File: src/hw/rtl/pcs_pkg.sv
`default_nettype none

package pcs_pkg;

    // Field widths that do not vary with the count or sample width.
    localparam int ACTION_BITS    = 3;
    localparam int STATUS_BITS    = 2;
    localparam int CFG_INDEX_BITS = 3;

    // Reset values of the configuration registers, in milliseconds or ADC counts.
    localparam logic [63:0] MIST_INTERVAL_RST  = 64'd420000;     // 7 minutes
    localparam logic [63:0] MIST_DURATION_RST  = 64'd30000;      // 30 seconds
    localparam logic [63:0] FLUSH_INTERVAL_RST = 64'd604800000;  // 7 days
    localparam logic [63:0] FLUSH_DURATION_RST = 64'd300000;     // 5 minutes
    localparam logic [63:0] DARK_LEVEL_RST     = 64'd2867;

    // Event codes carried by an input item.
    typedef enum logic [ACTION_BITS-1:0] {
        ACT_TICK   = 3'd0,
        ACT_LIGHT  = 3'd1,
        ACT_FLUSH  = 3'd2,
        ACT_STOP   = 3'd3,
        ACT_RESUME = 3'd4
    } pcs_action_t;

    // Answer codes for a manual flush request.
    typedef enum logic [STATUS_BITS-1:0] {
        ST_OK          = 2'd0,
        ST_REFUSE_HALT = 2'd1,
        ST_REFUSE_BUSY = 2'd2
    } pcs_status_t;

    // Configuration register indexes.
    typedef enum logic [CFG_INDEX_BITS-1:0] {
        REG_MIST_INTERVAL  = 3'd0,
        REG_MIST_DURATION  = 3'd1,
        REG_FLUSH_INTERVAL = 3'd2,
        REG_FLUSH_DURATION = 3'd3,
        REG_DARK_LEVEL     = 3'd4
    } pcs_reg_t;

    // Single-bit flags and status of one result item.
    typedef struct packed {
        logic        pump_on;
        logic        lamp_on;
        logic        misting_active;
        logic        flushing_active;
        logic        is_halted;
        pcs_status_t request_status;
    } pcs_flags_t;

endpackage

`default_nettype wire

File: src/hw/rtl/pcs_if.sv
`default_nettype none

// Input channel: one scheduler event per item.
interface pcs_event_if #(
    parameter int SAMPLE_BITS = 12
);
    logic                           valid;
    logic                           ready;
    logic [pcs_pkg::ACTION_BITS-1:0] action;
    logic [SAMPLE_BITS-1:0]         light_sample;

    modport source (output valid, output action, output light_sample, input ready);
    modport sink   (input valid, input action, input light_sample, output ready);
endinterface

// Output channel: one status snapshot per item.
interface pcs_result_if #(
    parameter int COUNT_BITS = 30
);
    logic                           valid;
    logic                           ready;
    logic                           pump_on;
    logic                           lamp_on;
    logic                           misting_active;
    logic                           flushing_active;
    logic                           is_halted;
    logic [pcs_pkg::STATUS_BITS-1:0] request_status;
    logic [COUNT_BITS-1:0]          mist_countdown;
    logic [COUNT_BITS-1:0]          flush_countdown;

    modport source (
        output valid, output pump_on, output lamp_on, output misting_active,
        output flushing_active, output is_halted, output request_status,
        output mist_countdown, output flush_countdown, input ready
    );
    modport sink (
        input valid, input pump_on, input lamp_on, input misting_active,
        input flushing_active, input is_halted, input request_status,
        input mist_countdown, input flush_countdown, output ready
    );
endinterface

`default_nettype wire

File: src/hw/rtl/pcs_cfg_regs.sv
`default_nettype none

module pcs_cfg_regs #(
    parameter int COUNT_BITS  = 30,
    parameter int SAMPLE_BITS = 12,
    parameter int CFG_BITS    = 30
) (
    input  wire logic                                clk,
    input  wire logic                                rst_n,
    input  wire logic                                cfg_wr_en,
    input  wire logic [pcs_pkg::CFG_INDEX_BITS-1:0]  cfg_index,
    input  wire logic [CFG_BITS-1:0]                 cfg_data,
    output logic      [COUNT_BITS-1:0]               mist_interval,
    output logic      [COUNT_BITS-1:0]               mist_duration,
    output logic      [COUNT_BITS-1:0]               flush_interval,
    output logic      [COUNT_BITS-1:0]               flush_duration,
    output logic      [SAMPLE_BITS-1:0]              dark_level
);

    logic [COUNT_BITS-1:0]  mist_interval_reg;
    logic [COUNT_BITS-1:0]  mist_duration_reg;
    logic [COUNT_BITS-1:0]  flush_interval_reg;
    logic [COUNT_BITS-1:0]  flush_duration_reg;
    logic [SAMPLE_BITS-1:0] dark_level_reg;

    // Register file; writes to indexes past the list are dropped.
    always_ff @(posedge clk or negedge rst_n)
    begin
        if (!rst_n)
        begin
            mist_interval_reg  <= pcs_pkg::MIST_INTERVAL_RST[COUNT_BITS-1:0];
            mist_duration_reg  <= pcs_pkg::MIST_DURATION_RST[COUNT_BITS-1:0];
            flush_interval_reg <= pcs_pkg::FLUSH_INTERVAL_RST[COUNT_BITS-1:0];
            flush_duration_reg <= pcs_pkg::FLUSH_DURATION_RST[COUNT_BITS-1:0];
            dark_level_reg     <= pcs_pkg::DARK_LEVEL_RST[SAMPLE_BITS-1:0];
        end
        else if (cfg_wr_en)
        begin
            unique case (pcs_pkg::pcs_reg_t'(cfg_index))
                pcs_pkg::REG_MIST_INTERVAL:  mist_interval_reg  <= cfg_data[COUNT_BITS-1:0];
                pcs_pkg::REG_MIST_DURATION:  mist_duration_reg  <= cfg_data[COUNT_BITS-1:0];
                pcs_pkg::REG_FLUSH_INTERVAL: flush_interval_reg <= cfg_data[COUNT_BITS-1:0];
                pcs_pkg::REG_FLUSH_DURATION: flush_duration_reg <= cfg_data[COUNT_BITS-1:0];
                pcs_pkg::REG_DARK_LEVEL:     dark_level_reg     <= cfg_data[SAMPLE_BITS-1:0];
                default:
                begin
                end
            endcase
        end
    end

    assign mist_interval  = mist_interval_reg;
    assign mist_duration  = mist_duration_reg;
    assign flush_interval = flush_interval_reg;
    assign flush_duration = flush_duration_reg;
    assign dark_level     = dark_level_reg;

endmodule

`default_nettype wire

File: src/hw/rtl/pcs_core.sv
`default_nettype none

module pcs_core #(
    parameter int COUNT_BITS  = 30,
    parameter int SAMPLE_BITS = 12
) (
    input  wire logic                              clk,
    input  wire logic                              rst_n,
    input  wire logic                              accept,
    input  wire logic [pcs_pkg::ACTION_BITS-1:0]   action,
    input  wire logic [SAMPLE_BITS-1:0]            light_sample,
    input  wire logic [COUNT_BITS-1:0]             mist_interval,
    input  wire logic [COUNT_BITS-1:0]             mist_duration,
    input  wire logic [COUNT_BITS-1:0]             flush_interval,
    input  wire logic [COUNT_BITS-1:0]             flush_duration,
    input  wire logic [SAMPLE_BITS-1:0]            dark_level,
    output pcs_pkg::pcs_flags_t                    flags,
    output logic      [COUNT_BITS-1:0]             mist_countdown,
    output logic      [COUNT_BITS-1:0]             flush_countdown
);

    logic [COUNT_BITS-1:0] mist_elapsed_reg,  mist_elapsed_next;
    logic [COUNT_BITS-1:0] flush_elapsed_reg, flush_elapsed_next;
    logic                  mist_running_reg,  mist_running_next;
    logic                  flush_running_reg, flush_running_next;
    logic                  halted_reg,        halted_next;
    logic                  lamp_reg,          lamp_next;

    logic [COUNT_BITS-1:0] mist_inc;
    logic [COUNT_BITS-1:0] flush_inc;
    logic [COUNT_BITS-1:0] mist_tick;
    logic [COUNT_BITS-1:0] flush_tick;
    logic                  flush_start;
    logic                  mist_start;
    logic                  flush_run_tick;
    logic                  mist_run_tick;
    logic [COUNT_BITS-1:0] mist_limit;
    logic [COUNT_BITS-1:0] flush_limit;
    pcs_pkg::pcs_status_t  status;

    // Scheduling decision of one tick: the flush is settled first, since a
    // running flush holds off any misting start.
    always_comb
    begin
        mist_inc       = (mist_elapsed_reg == '1) ? mist_elapsed_reg
                                                  : mist_elapsed_reg + COUNT_BITS'(1);
        flush_inc      = (flush_elapsed_reg == '1) ? flush_elapsed_reg
                                                   : flush_elapsed_reg + COUNT_BITS'(1);
        flush_start    = !flush_running_reg && (flush_inc >= flush_interval);
        flush_tick     = flush_start ? '0 : flush_inc;
        flush_run_tick = (flush_running_reg || flush_start)
                         && !(flush_tick >= flush_duration);
        mist_start     = !flush_run_tick && (mist_inc >= mist_interval);
        mist_tick      = mist_start ? '0 : mist_inc;
        mist_run_tick  = (mist_running_reg || mist_start)
                         && !(mist_tick >= mist_duration);
    end

    // Next state for the item being accepted.
    always_comb
    begin
        mist_elapsed_next  = mist_elapsed_reg;
        flush_elapsed_next = flush_elapsed_reg;
        mist_running_next  = mist_running_reg;
        flush_running_next = flush_running_reg;
        halted_next        = halted_reg;
        lamp_next          = lamp_reg;
        status             = pcs_pkg::ST_OK;
        unique case (pcs_pkg::pcs_action_t'(action))
            pcs_pkg::ACT_TICK:
            begin
                if (halted_reg)
                begin
                    mist_elapsed_next  = mist_inc;
                    flush_elapsed_next = flush_inc;
                    mist_running_next  = 1'b0;
                    flush_running_next = 1'b0;
                end
                else
                begin
                    mist_elapsed_next  = mist_tick;
                    flush_elapsed_next = flush_tick;
                    mist_running_next  = mist_run_tick;
                    flush_running_next = flush_run_tick;
                end
            end
            pcs_pkg::ACT_LIGHT:
            begin
                if (!halted_reg)
                begin
                    lamp_next = (light_sample >= dark_level);
                end
            end
            pcs_pkg::ACT_FLUSH:
            begin
                priority if (halted_reg)
                begin
                    status = pcs_pkg::ST_REFUSE_HALT;
                end
                else if (flush_running_reg || mist_running_reg)
                begin
                    status = pcs_pkg::ST_REFUSE_BUSY;
                end
                else
                begin
                    flush_running_next = 1'b1;
                    flush_elapsed_next = '0;
                end
            end
            pcs_pkg::ACT_STOP:
            begin
                halted_next        = 1'b1;
                mist_running_next  = 1'b0;
                flush_running_next = 1'b0;
                lamp_next          = 1'b0;
            end
            pcs_pkg::ACT_RESUME:
            begin
                halted_next = 1'b0;
            end
            default:
            begin
            end
        endcase
    end

    // Countdowns show the time left in a run, or to the next start, floored at zero.
    always_comb
    begin
        mist_limit      = mist_running_next ? mist_duration : mist_interval;
        flush_limit     = flush_running_next ? flush_duration : flush_interval;
        mist_countdown  = (mist_elapsed_next >= mist_limit) ? '0
                                                            : mist_limit - mist_elapsed_next;
        flush_countdown = (flush_elapsed_next >= flush_limit) ? '0
                                                              : flush_limit - flush_elapsed_next;
    end

    // Result flags reflect the state after the update.
    always_comb
    begin
        flags.pump_on         = mist_running_next || flush_running_next;
        flags.lamp_on         = lamp_next;
        flags.misting_active  = mist_running_next;
        flags.flushing_active = flush_running_next;
        flags.is_halted       = halted_next;
        flags.request_status  = status;
    end

    // Scheduler state advances once per accepted item.
    always_ff @(posedge clk or negedge rst_n)
    begin
        if (!rst_n)
        begin
            mist_elapsed_reg  <= '0;
            flush_elapsed_reg <= '0;
            mist_running_reg  <= 1'b0;
            flush_running_reg <= 1'b0;
            halted_reg        <= 1'b0;
            lamp_reg          <= 1'b0;
        end
        else if (accept)
        begin
            mist_elapsed_reg  <= mist_elapsed_next;
            flush_elapsed_reg <= flush_elapsed_next;
            mist_running_reg  <= mist_running_next;
            flush_running_reg <= flush_running_next;
            halted_reg        <= halted_next;
            lamp_reg          <= lamp_next;
        end
    end

endmodule

`default_nettype wire

File: src/hw/rtl/pcs_out_reg.sv
`default_nettype none

module pcs_out_reg #(
    parameter int COUNT_BITS = 30
) (
    input  wire logic                  clk,
    input  wire logic                  rst_n,
    input  wire logic                  load,
    input  wire pcs_pkg::pcs_flags_t   flags,
    input  wire logic [COUNT_BITS-1:0] mist_countdown,
    input  wire logic [COUNT_BITS-1:0] flush_countdown,
    output logic                       can_load,
    pcs_result_if.source               results
);

    logic                  valid_reg;
    pcs_pkg::pcs_flags_t   flags_reg;
    logic [COUNT_BITS-1:0] mist_cd_reg;
    logic [COUNT_BITS-1:0] flush_cd_reg;

    // A new result may enter when the register is empty or is being emptied.
    assign can_load = !valid_reg || results.ready;

    // Valid flag of the result register.
    always_ff @(posedge clk or negedge rst_n)
    begin
        if (!rst_n)
        begin
            valid_reg <= 1'b0;
        end
        else if (can_load)
        begin
            valid_reg <= load;
        end
    end

    // Result payload.
    always_ff @(posedge clk)
    begin
        if (load)
        begin
            flags_reg    <= flags;
            mist_cd_reg  <= mist_countdown;
            flush_cd_reg <= flush_countdown;
        end
    end

    assign results.valid           = valid_reg;
    assign results.pump_on         = flags_reg.pump_on;
    assign results.lamp_on         = flags_reg.lamp_on;
    assign results.misting_active  = flags_reg.misting_active;
    assign results.flushing_active = flags_reg.flushing_active;
    assign results.is_halted       = flags_reg.is_halted;
    assign results.request_status  = flags_reg.request_status;
    assign results.mist_countdown  = mist_cd_reg;
    assign results.flush_countdown = flush_cd_reg;

endmodule

`default_nettype wire

File: src/hw/rtl/pump_cycle_scheduler.sv
// Channel   Dir  Handshake     Item contents
// events    in   valid/ready   action, light_sample
// results   out  valid/ready   pump/lamp/cycle flags, request_status, countdowns
// cfg       in   cfg_wr_en     cfg_index, cfg_data (no read-back)
//
// One item per clock while results are not stalled: the state update and countdowns
// are computed in the cycle an event is accepted, and the result appears in the next cycle.
// The result register is the only buffer; events are taken whenever it is
// empty or being read, so a stall on results stalls events in the same cycle.
// Reset is asynchronous and restores the default schedule with all cycles off.

`default_nettype none

module pump_cycle_scheduler #(
    parameter int COUNT_BITS  = 30,
    parameter int SAMPLE_BITS = 12
) (
    input  wire logic                               clk,
    input  wire logic                               rst_n,
    pcs_event_if.sink                               events,
    pcs_result_if.source                            results,
    input  wire logic                               cfg_wr_en,
    input  wire logic [pcs_pkg::CFG_INDEX_BITS-1:0] cfg_index,
    input  wire logic [((COUNT_BITS > SAMPLE_BITS) ? COUNT_BITS : SAMPLE_BITS)-1:0] cfg_data
);

    localparam int CFG_BITS = (COUNT_BITS > SAMPLE_BITS) ? COUNT_BITS : SAMPLE_BITS;

    logic [COUNT_BITS-1:0]  mist_interval;
    logic [COUNT_BITS-1:0]  mist_duration;
    logic [COUNT_BITS-1:0]  flush_interval;
    logic [COUNT_BITS-1:0]  flush_duration;
    logic [SAMPLE_BITS-1:0] dark_level;
    logic                   can_load;
    logic                   accept;
    pcs_pkg::pcs_flags_t    flags;
    logic [COUNT_BITS-1:0]  mist_countdown;
    logic [COUNT_BITS-1:0]  flush_countdown;

    // Event acceptance follows the result register's room.
    assign events.ready = can_load;
    assign accept       = events.valid && can_load;

    pcs_cfg_regs #(
        .COUNT_BITS  (COUNT_BITS),
        .SAMPLE_BITS (SAMPLE_BITS),
        .CFG_BITS    (CFG_BITS)
    ) u_cfg (
        .clk            (clk),
        .rst_n          (rst_n),
        .cfg_wr_en      (cfg_wr_en),
        .cfg_index      (cfg_index),
        .cfg_data       (cfg_data),
        .mist_interval  (mist_interval),
        .mist_duration  (mist_duration),
        .flush_interval (flush_interval),
        .flush_duration (flush_duration),
        .dark_level     (dark_level)
    );

    pcs_core #(
        .COUNT_BITS  (COUNT_BITS),
        .SAMPLE_BITS (SAMPLE_BITS)
    ) u_core (
        .clk             (clk),
        .rst_n           (rst_n),
        .accept          (accept),
        .action          (events.action),
        .light_sample    (events.light_sample),
        .mist_interval   (mist_interval),
        .mist_duration   (mist_duration),
        .flush_interval  (flush_interval),
        .flush_duration  (flush_duration),
        .dark_level      (dark_level),
        .flags           (flags),
        .mist_countdown  (mist_countdown),
        .flush_countdown (flush_countdown)
    );

    pcs_out_reg #(
        .COUNT_BITS (COUNT_BITS)
    ) u_out (
        .clk             (clk),
        .rst_n           (rst_n),
        .load            (accept),
        .flags           (flags),
        .mist_countdown  (mist_countdown),
        .flush_countdown (flush_countdown),
        .can_load        (can_load),
        .results         (results)
    );

endmodule

`default_nettype wire

File: src/flat_wrapper.sv
// flat-port wrapper written by rule: the top's interface ports become plain ports
module pump_cycle_scheduler_flat 
#(
    parameter int COUNT_BITS  = 30,
    parameter int SAMPLE_BITS = 12
)
  (clk, rst_n, cfg_wr_en, cfg_index, cfg_data, events_valid, events_action, events_light_sample, events_ready, results_valid, results_pump_on, results_lamp_on, results_misting_active, results_flushing_active, results_is_halted, results_request_status, results_mist_countdown, results_flush_countdown, results_ready);
  pcs_event_if #(.SAMPLE_BITS(SAMPLE_BITS)) events_i ();
  pcs_result_if #(.COUNT_BITS(COUNT_BITS)) results_i ();
  input  wire logic clk;
  input  wire logic rst_n;
  input  wire logic cfg_wr_en;
  input  wire logic [pcs_pkg::CFG_INDEX_BITS-1:0] cfg_index;
  input  wire logic [((COUNT_BITS > SAMPLE_BITS) ? COUNT_BITS : SAMPLE_BITS)-1:0] cfg_data;
  input wire logic [$bits(events_i.valid)-1:0] events_valid;
  input wire logic [$bits(events_i.action)-1:0] events_action;
  input wire logic [$bits(events_i.light_sample)-1:0] events_light_sample;
  output wire logic [$bits(events_i.ready)-1:0] events_ready;
  output wire logic [$bits(results_i.valid)-1:0] results_valid;
  output wire logic [$bits(results_i.pump_on)-1:0] results_pump_on;
  output wire logic [$bits(results_i.lamp_on)-1:0] results_lamp_on;
  output wire logic [$bits(results_i.misting_active)-1:0] results_misting_active;
  output wire logic [$bits(results_i.flushing_active)-1:0] results_flushing_active;
  output wire logic [$bits(results_i.is_halted)-1:0] results_is_halted;
  output wire logic [$bits(results_i.request_status)-1:0] results_request_status;
  output wire logic [$bits(results_i.mist_countdown)-1:0] results_mist_countdown;
  output wire logic [$bits(results_i.flush_countdown)-1:0] results_flush_countdown;
  input wire logic [$bits(results_i.ready)-1:0] results_ready;
  assign events_i.valid = events_valid;
  assign events_i.action = events_action;
  assign events_i.light_sample = events_light_sample;
  assign events_ready = events_i.ready;
  assign results_valid = results_i.valid;
  assign results_pump_on = results_i.pump_on;
  assign results_lamp_on = results_i.lamp_on;
  assign results_misting_active = results_i.misting_active;
  assign results_flushing_active = results_i.flushing_active;
  assign results_is_halted = results_i.is_halted;
  assign results_request_status = results_i.request_status;
  assign results_mist_countdown = results_i.mist_countdown;
  assign results_flush_countdown = results_i.flush_countdown;
  assign results_i.ready = results_ready;
  pump_cycle_scheduler #(.COUNT_BITS(COUNT_BITS), .SAMPLE_BITS(SAMPLE_BITS)) u_core (.clk(clk), .rst_n(rst_n), .events(events_i), .results(results_i), .cfg_wr_en(cfg_wr_en), .cfg_index(cfg_index), .cfg_data(cfg_data));
endmodule
File: config.mk
export PLATFORM = sky130hd
export DESIGN_NAME = pump_cycle_scheduler_flat
export DESIGN_NICKNAME = d
export VERILOG_FILES = /design/src/hw/rtl/pcs_pkg.sv /design/src/hw/rtl/pcs_if.sv /design/src/hw/rtl/pcs_cfg_regs.sv /design/src/hw/rtl/pcs_core.sv /design/src/hw/rtl/pcs_out_reg.sv /design/src/hw/rtl/pump_cycle_scheduler.sv /design/src/flat_wrapper.sv
export SDC_FILE = /design/constraint.sdc
export NUM_CORES = 1
export LEC_CHECK = 0
export BUFFER_PORTS_ARGS = -buffer_cell sky130_fd_sc_hd__clkbuf_2
export CAP_MARGIN = 25
export CELL_PAD_IN_SITES_DETAIL_PLACEMENT = 1
export CELL_PAD_IN_SITES_GLOBAL_PLACEMENT = 2
export CORE_ASPECT_RATIO = 0.9
export CORE_MARGIN = 5
export CORE_UTILIZATION = 35
export CTS_CLUSTER_DIAMETER = 50
export DETAILED_ROUTE_END_ITERATION = 10
export GPL_TIMING_DRIVEN = 0
export PLACE_DENSITY_LB_ADDON = 0.1
export SYNTH_ARGS = -nofsm -noshare
export SYNTH_HDL_FRONTEND = slang
export SYNTH_SLANG_ARGS = --single-unit
export TNS_END_PERCENT = 100
File: constraint.sdc
create_clock -name clk -period 10.42 [get_ports clk]
set_input_delay 2.605 -clock clk [delete_from_list [all_inputs] [get_ports clk]]
set_output_delay 2.605 -clock clk [all_outputs]
set_load 0.01 [all_outputs]
==> results of run 1 <==
==> metal layers <==
layer / track usage / share of wire / vias up
li1: - / - / 8332
met1: 0.375 / 0.53 / 8987
met2: 0.334 / 0.40 / 382
met3: 0.0378 / 0.053 / 77
met4: 0.0445 / 0.017 / 2
met5: 0 / 0.000096 / -
==> final timing paths <==
kind	from	to	cells past startpoint
worst max-delay path	u_core.u_core.flush_elapsed_reg[15]$_DFFE_PN0P_	u_core.u_out.results.mist_countdown[4]$_SDFFCE_PP0P_	60
worst min-delay path	u_core.u_cfg.flush_duration[4]$_DFFE_PN0P_	u_core.u_cfg.flush_duration[4]$_DFFE_PN0P_	1
worst max register to register	u_core.u_core.flush_elapsed_reg[15]$_DFFE_PN0P_	u_core.u_out.results.mist_countdown[4]$_SDFFCE_PP0P_	60
worst min register to register	u_core.u_cfg.flush_duration[4]$_DFFE_PN0P_	u_core.u_cfg.flush_duration[4]$_DFFE_PN0P_	1
max in group asynchronous	rst_n	u_core.u_cfg.mist_duration[8]$_DFFE_PN1P_	3
min in group asynchronous	rst_n	u_core.u_core.flush_elapsed_reg[23]$_DFFE_PN0P_	1
==> critical path, delay by kind of cell (launching register included) <==
kind / cells / cell delay [ns]
buffers and inverters: 16 / 2.26
adders and majority gates: 5 / 1.31
and+or+nand+nor: 15 / 1.99
AOI/OAI and AO/OA: 22 / 4.27
DFF: 1 / 0.42
xor gates and xnor gates: 1 / 0.22
muxes: 1 / 0.32
==> what timing repair did <==
| item | 4_1_cts | 5_1_grt |
|---|---|---|
| setup endpoints to repair | 62 | 60 |
| hold buffers | 0 | 0 |
| buffers inserted | 56 | 23 |
| gates resized for setup | 156 | 90 |
| gates cloned | 0 | 1 |
| pin swaps | 67 | 59 |
==> per-stage QoR <==
step | cell area (sq um) | hold WS (ns) | setup TNS, ns | power, uW | utilization
after floorplan | 19300 | 0.478 | 0 | 2750 | -
after global placement | 20800 | 0.491 | -134.40 | 3340 | 0.382
after detailed placement | 20900 | 0.497 | -135.38 | 3400 | 0.384
after CTS | 23700 | 0.508 | -18.59 | 5220 | 0.435
after global routing | 24300 | 0.523 | -39.04 | 5650 | 0.446
final | 24300 | 0.506 | -19.16 | 5290 | 0.446
==> area by class of cell <==
cell class	instances	area [sq um]	share of cell area
clock buffers	64	1430	0.0588
clock inverters	26	228	0.00937
well taps	705	882	0.0363
inverters	196	738	0.0304
repair buffers	206	1400	0.0577
plain buffers	86	482	0.0198
multi-input cells	1662	12100	0.499
flip-flops and latches	264	7000	0.288
diodes	2	5.00	0.000206
==> kinds of logic (layout without fill, tap and decap cells) <==
| logic type | count (synthesis) | after routing | synth area share |
|---|---|---|---|
| AO/OA/AOI/OAI | 574 | 574 | 0.191 |
| XOR/XNOR | 101 | 101 | 0.0470 |
| adder cells (fa/ha/maj) | 196 | 196 | 0.128 |
| buffers and inverters | 285 | 578 | 0.0590 |
| flip-flops | 264 | 264 | 0.362 |
| multiplexers | 72 | 72 | 0.0397 |
| other | 0 | 2 | 0 |
| AND/OR/NAND/NOR | 719 | 719 | 0.174 |
==> where the power goes <==
group | leakage (uW) | internal [uW] | total [uW] | switching [uW]
clock network | 0.000803 | 1000 | 1620 | 619
registers | 0.00306 | 1340 | 1440 | 96.3
logic | 0.00713 | 887 | 2230 | 1350
total | 0.0110 | 3230 | 5290 | 2060
==> synthesized netlist by cell type, types with 36 or more instances <==
cell | count | area (sq um)
edfxtp_1 | 67 | 2010
nor3_1 | 46 | 230
nor2_1 | 183 | 687
clkbuf_1 | 59 | 221
xor2_1 | 50 | 438
dfrtp_1 | 162 | 4050
inv_1 | 192 | 721
a21o_1 | 52 | 390
nand2_1 | 275 | 1030
xnor2_1 | 48 | 420
nand4_1 | 38 | 238
nand3_1 | 36 | 180
a21oi_1 | 92 | 460
o21ai_0 | 240 | 1200
ha_1 | 194 | 2430
mux2_2 | 37 | 417
==> results.cfg, run 1 <==
[outcome]
run_status = finished with violations
violations = negative setup slack

[logic_synthesis]
synth-edff-count = 67
dominantRegCellSynth = dfrtp_1
ys_ff_latch = 264
avgSynthCellArea_sq_um = 8.74
synthesis.nets = 2460
yosysSeqAreaShare = 0.362
yosys_warnings = 0
syn_area_sq_um = 19300
synth-async-reset-ratio = 0.746
syn_inst = 2211
synthDistinctLibCells = 89

[die]
io_pins = 122
start_util = 0.354
rows = 81
fp.dieH_microns = 233
dieArea_sq_um = 60000
core_area_sq_um = 54500
die_w_microns = 258

[clocking]
cts.clk_slew.worst_paths_ns = 0.05
cts-root-buf = clkbuf_16
cts_tree = built
cts_sinks = 264
numCtsBuffers = 48
clock_path_buffers = 3
clk_latency_ns = 0.59
h-tree-depth = 2

[route]
drtIter0Drc = 1053
drt_wl_total_mm = 72.6
vias = 17800
routedWlPerCell_microns = 22.6
via_per_inst = 5.54
drt_pass1_iterations = 5
ant_nets = 0
drc = 0

[hold_path]
min_path_type = reg2reg

[worst_setup_path]
start_kind = flip-flop
worst_setup_path_end_kind = flip-flop
worst_ep_required_time_ns = 10.73
arrival_ns = 11.40
cpMaxStageDelayCell = dfrtp_2
path_max_fanout = 7
path_class = reg2reg
crit_path_frequent_cell = buf_6
slowest_delay_ns = 0.42
reg2reg_slack_ns = -0.67

[placement]
post-place-ws_ns = -3.55
placed_cells = 3041
post-dp-hpwl_mm = 56.3
portBuffers = 119
gp_congestion = 0.924

[sta]
rsz0062_at_grt = yes
hold_viol = 0
relSlewSlack = 0.229
max_slew.worst_pin.slew_ns = 1.15
fin_crit_ns = 11.09
slew_violations = 0
fin_skew_ns = 0.0150
clock.fmax_ghz = 0.0902
finalCritPeriodShare = 1.06
setup_viol = 30
worst_slack_ns = -0.672

[cells_and_area]
n_fill_cell = 6329
layout_commonest_cell = nand2_1
drive_above_1_share = 0.237
fin_cells = 3211
syn_to_final_growth_pct = 25.9
fin_nets = 2713
final_cell_mix = nand2_1 (273), o21ai_0 (229), inv_1 (190)

[global_routing]
grt_max_degree = 73
grt_pass1_vias = 18100
antenna_found_initial = 2
grt_pass1_wl_mm = 110
grt-ovfl-total = 0
globalRouteTotalUtil = 0.235

[power_and_ir_drop]
leakagePower_uw = 0.0110
p_per_area_nw_per_um2 = 218
max-vdd-ir-drop_mv = 0.117

[run]
drv_cap = 0
Note: power is estimated with default switching activity, not from simulation.
==> run 2, diff against run 1 <==
--- a/config.mk
+++ b/config.mk
@@ -11,7 +11,7 @@
 export CELL_PAD_IN_SITES_GLOBAL_PLACEMENT = 2
 export CORE_ASPECT_RATIO = 0.9
 export CORE_MARGIN = 5
-export CORE_UTILIZATION = 35
+export CORE_UTILIZATION = 39
 export CTS_CLUSTER_DIAMETER = 50
 export DETAILED_ROUTE_END_ITERATION = 10
 export GPL_TIMING_DRIVEN = 0
==> constraint.sdc (replaced) <==
create_clock -name clk -period 12.6 [get_ports clk]
set_input_delay 3.15 -clock clk [delete_from_list [all_inputs] [get_ports clk]]
set_output_delay 3.15 -clock clk [all_outputs]
set_load 0.01 [all_outputs]
==> run 2 against run 1 <==
Effect of this change:
- clock skew increased by 0.0038 ns
- highest routed layer unchanged
- utilization up 1.5 points
- worst hold slack worse by 0.0015 ns
- global-route usage increased by 1.2 points
- total power fell by 23%
- worst setup slack better by 1.3 ns
- fmax down 7.4%
- the flow now finishes without violations
- first-iteration DRC count rose by 15%
- routed wire length fell by 5.7%
- cell count down 4.6%
==> results.cfg, run 2 (synthesis results as in run 1) <==
[sta]
fin_crit_ns = 11.98
rsz0062_at_grt = no
hold_viol = 0
setup_viol = 0
slew_violations = 0
max_slew.worst_pin.slew_ns = 1.12
finalCritPeriodShare = 0.951
relSlewSlack = 0.252
worst_slack_ns = 0.623
fin_skew_ns = 0.0188
clock.fmax_ghz = 0.0835

[global_routing]
antenna_found_initial = 3
grt_max_degree = 107
grt_pass1_vias = 17500
grt_pass1_wl_mm = 105
globalRouteTotalUtil = 0.247
grt-ovfl-total = 0

[route]
drc = 0
drt_wl_total_mm = 68.4
drtIter0Drc = 1212
vias = 17300
ant_nets = 0
via_per_inst = 5.64
routedWlPerCell_microns = 22.3
drt_pass1_iterations = 5

[die]
io_pins = 122
dieArea_sq_um = 54100
die_w_microns = 245
fp.dieH_microns = 221
core_area_sq_um = 49000
rows = 77
start_util = 0.394

[worst_setup_path]
reg2reg_slack_ns = 0.62
r2r_start = u_core.u_core.flush_elapsed_reg[21]$_DFFE_PN0P_
crit_path_frequent_cell = buf_4
reg2regPathDepth = 58
arrival_ns = 12.28
worst_setup_path_end_kind = flip-flop
start_kind = flip-flop
path_class = reg2reg
timing.rr.end = u_core.u_out.results.mist_countdown[23]$_SDFFCE_PP0P_
worst_ep_required_time_ns = 12.91
slowest_delay_ns = 0.39
cpMaxStageDelayCell = nor3_1
path_max_fanout = 10

[cells_and_area]
syn_to_final_growth_pct = 17.0
drive_above_1_share = 0.167
fin_nets = 2644
layout_commonest_cell = nand2_1
fin_cells = 3062
utilization = 0.461
final_cell_mix = nand2_1 (275), o21ai_0 (238), ha_1 (193)

[clocking]
clock_path_buffers = 3
cts-root-buf = clkbuf_16
cts.clk_slew.worst_paths_ns = 0.05
numCtsBuffers = 44
h-tree-depth = 2
clk_latency_ns = 0.56
cts_sinks = 264
cts_tree = built

[placement]
post-place-ws_ns = -1.75
placed_cells = 2967
post-dp-hpwl_mm = 54.7
portBuffers = 119
gp_congestion = 0.934

[power_and_ir_drop]
power.total_uw = 4060
max-vdd-ir-drop_mv = 0.0966
leakagePower_uw = 0.0104
p_per_area_nw_per_um2 = 180

[hold_path]
whs_path_depth = 2
min_path_type = reg2reg
hold_start = u_core.u_cfg.dark_level[11]$_DFFE_PN1P_
worstHoldEndpoint = u_core.u_cfg.dark_level[11]$_DFFE_PN1P_

[run]
drv_cap = 0

[outcome]
run_status = complete, no violations
[run 2: cell types whose count changed in the layout (fill, tap and decap cells not counted), moves of 7 or more]
cell	change
nor2_2	-16
dfrtp_2	-7
a21oi_2	-11
mux2i_1	+7
a21oi_1	+13
clkbuf_16	-9
buf_6	-11
ha_4	-10
dfrtp_1	+7
nor2_1	+22
buf_4	-49
o21ai_0	+9
ha_1	+14
[run 2: cell type report]
type / instances / area [sq um]
fill: 5766 / 26400
multi-input combinational: 1662 / 11400
sequential: 264 / 6990
clock buffer: 53 / 1230
tap: 632 / 791
timing repair buffer: 138 / 787
inverter: 196 / 738
buffer: 89 / 437
clock inverter: 27 / 256
antenna: 1 / 2.50
[run 2: worst max path at each step]
stage	from	endpoint	slack, ns	cells after the start
3_3_place_gp	u_core.u_core.flush_elapsed_reg[0]$_DFFE_PN0P_	u_core.u_out.results.mist_countdown[27]$_SDFFCE_PP0P_	-1.50	55
4_1_cts	u_core.u_core.flush_elapsed_reg[15]$_DFFE_PN0P_	u_core.u_out.results.mist_countdown[26]$_SDFFCE_PP0P_	0.03	55
3_5_place_dp	u_core.u_core.flush_elapsed_reg[0]$_DFFE_PN0P_	u_core.u_out.results.mist_countdown[21]$_SDFFCE_PP0P_	-1.75	55
5_1_grt	u_core.u_core.flush_elapsed_reg[2]$_DFFE_PN0P_	u_core.u_out.results.mist_countdown[27]$_SDFFCE_PP0P_	0.0006	55
2_1_floorplan	u_core.u_core.flush_elapsed_reg[0]$_DFFE_PN0P_	u_core.u_out.results.mist_countdown[17]$_SDFFCE_PP0P_	1.88	55
6_report	u_core.u_core.flush_elapsed_reg[21]$_DFFE_PN0P_	u_core.u_out.results.mist_countdown[23]$_SDFFCE_PP0P_	0.62	58
[run 2: repair_timing]
item,in CTS,in global routing
setup endpoints to repair,30,30
pin swaps,6,11
resized for setup,28,30
buffers inserted,8,6
hold buffers,0,0
endpoints found under the hold margin,0,0
[run 2: worst max-delay path, delay by kind of cell (launching register included)]
| family | cells | cell delay, ns |
|---|---|---|
| AO/OA/AOI/OAI | 23 | 4.59 |
| AND/OR/NAND/NOR | 15 | 2.83 |
| buffers and inverters | 13 | 2.11 |
| adder cells (fa/ha/maj) | 5 | 1.39 |
| flip-flops | 1 | 0.35 |
| multiplexers | 1 | 0.28 |
| XOR/XNOR | 1 | 0.13 |
[run 2: power breakdown]
part	total (uW)	switching (uW)	leakage, uW	internal [uW]
registers	1190	81.0	0.00307	1110
logic	1640	1020	0.00660	624
clock network	1230	485	0.000732	746
total	4060	1580	0.0104	2480
[run 2: per-layer routing]
metal  vias up  GRT usage  routed length [microns]
li1       8168          -                        -
met1      8622      0.397                    35600
met2       406      0.344                    27100
met3        75     0.0445                     4440
met4         4     0.0471                     1180
met5         -          0                       23
[run 2: metrics by stage]
step                      TNS [ns]  hold slack (ns)  cell area [sq um]
after floorplan                  0            0.478              19300
after global placement      -41.10            0.489              20700
after detailed placement    -48.34            0.498              20800
after CTS                        0            0.509              22400
after global routing             0            0.519              22600
final                            0            0.504              22600
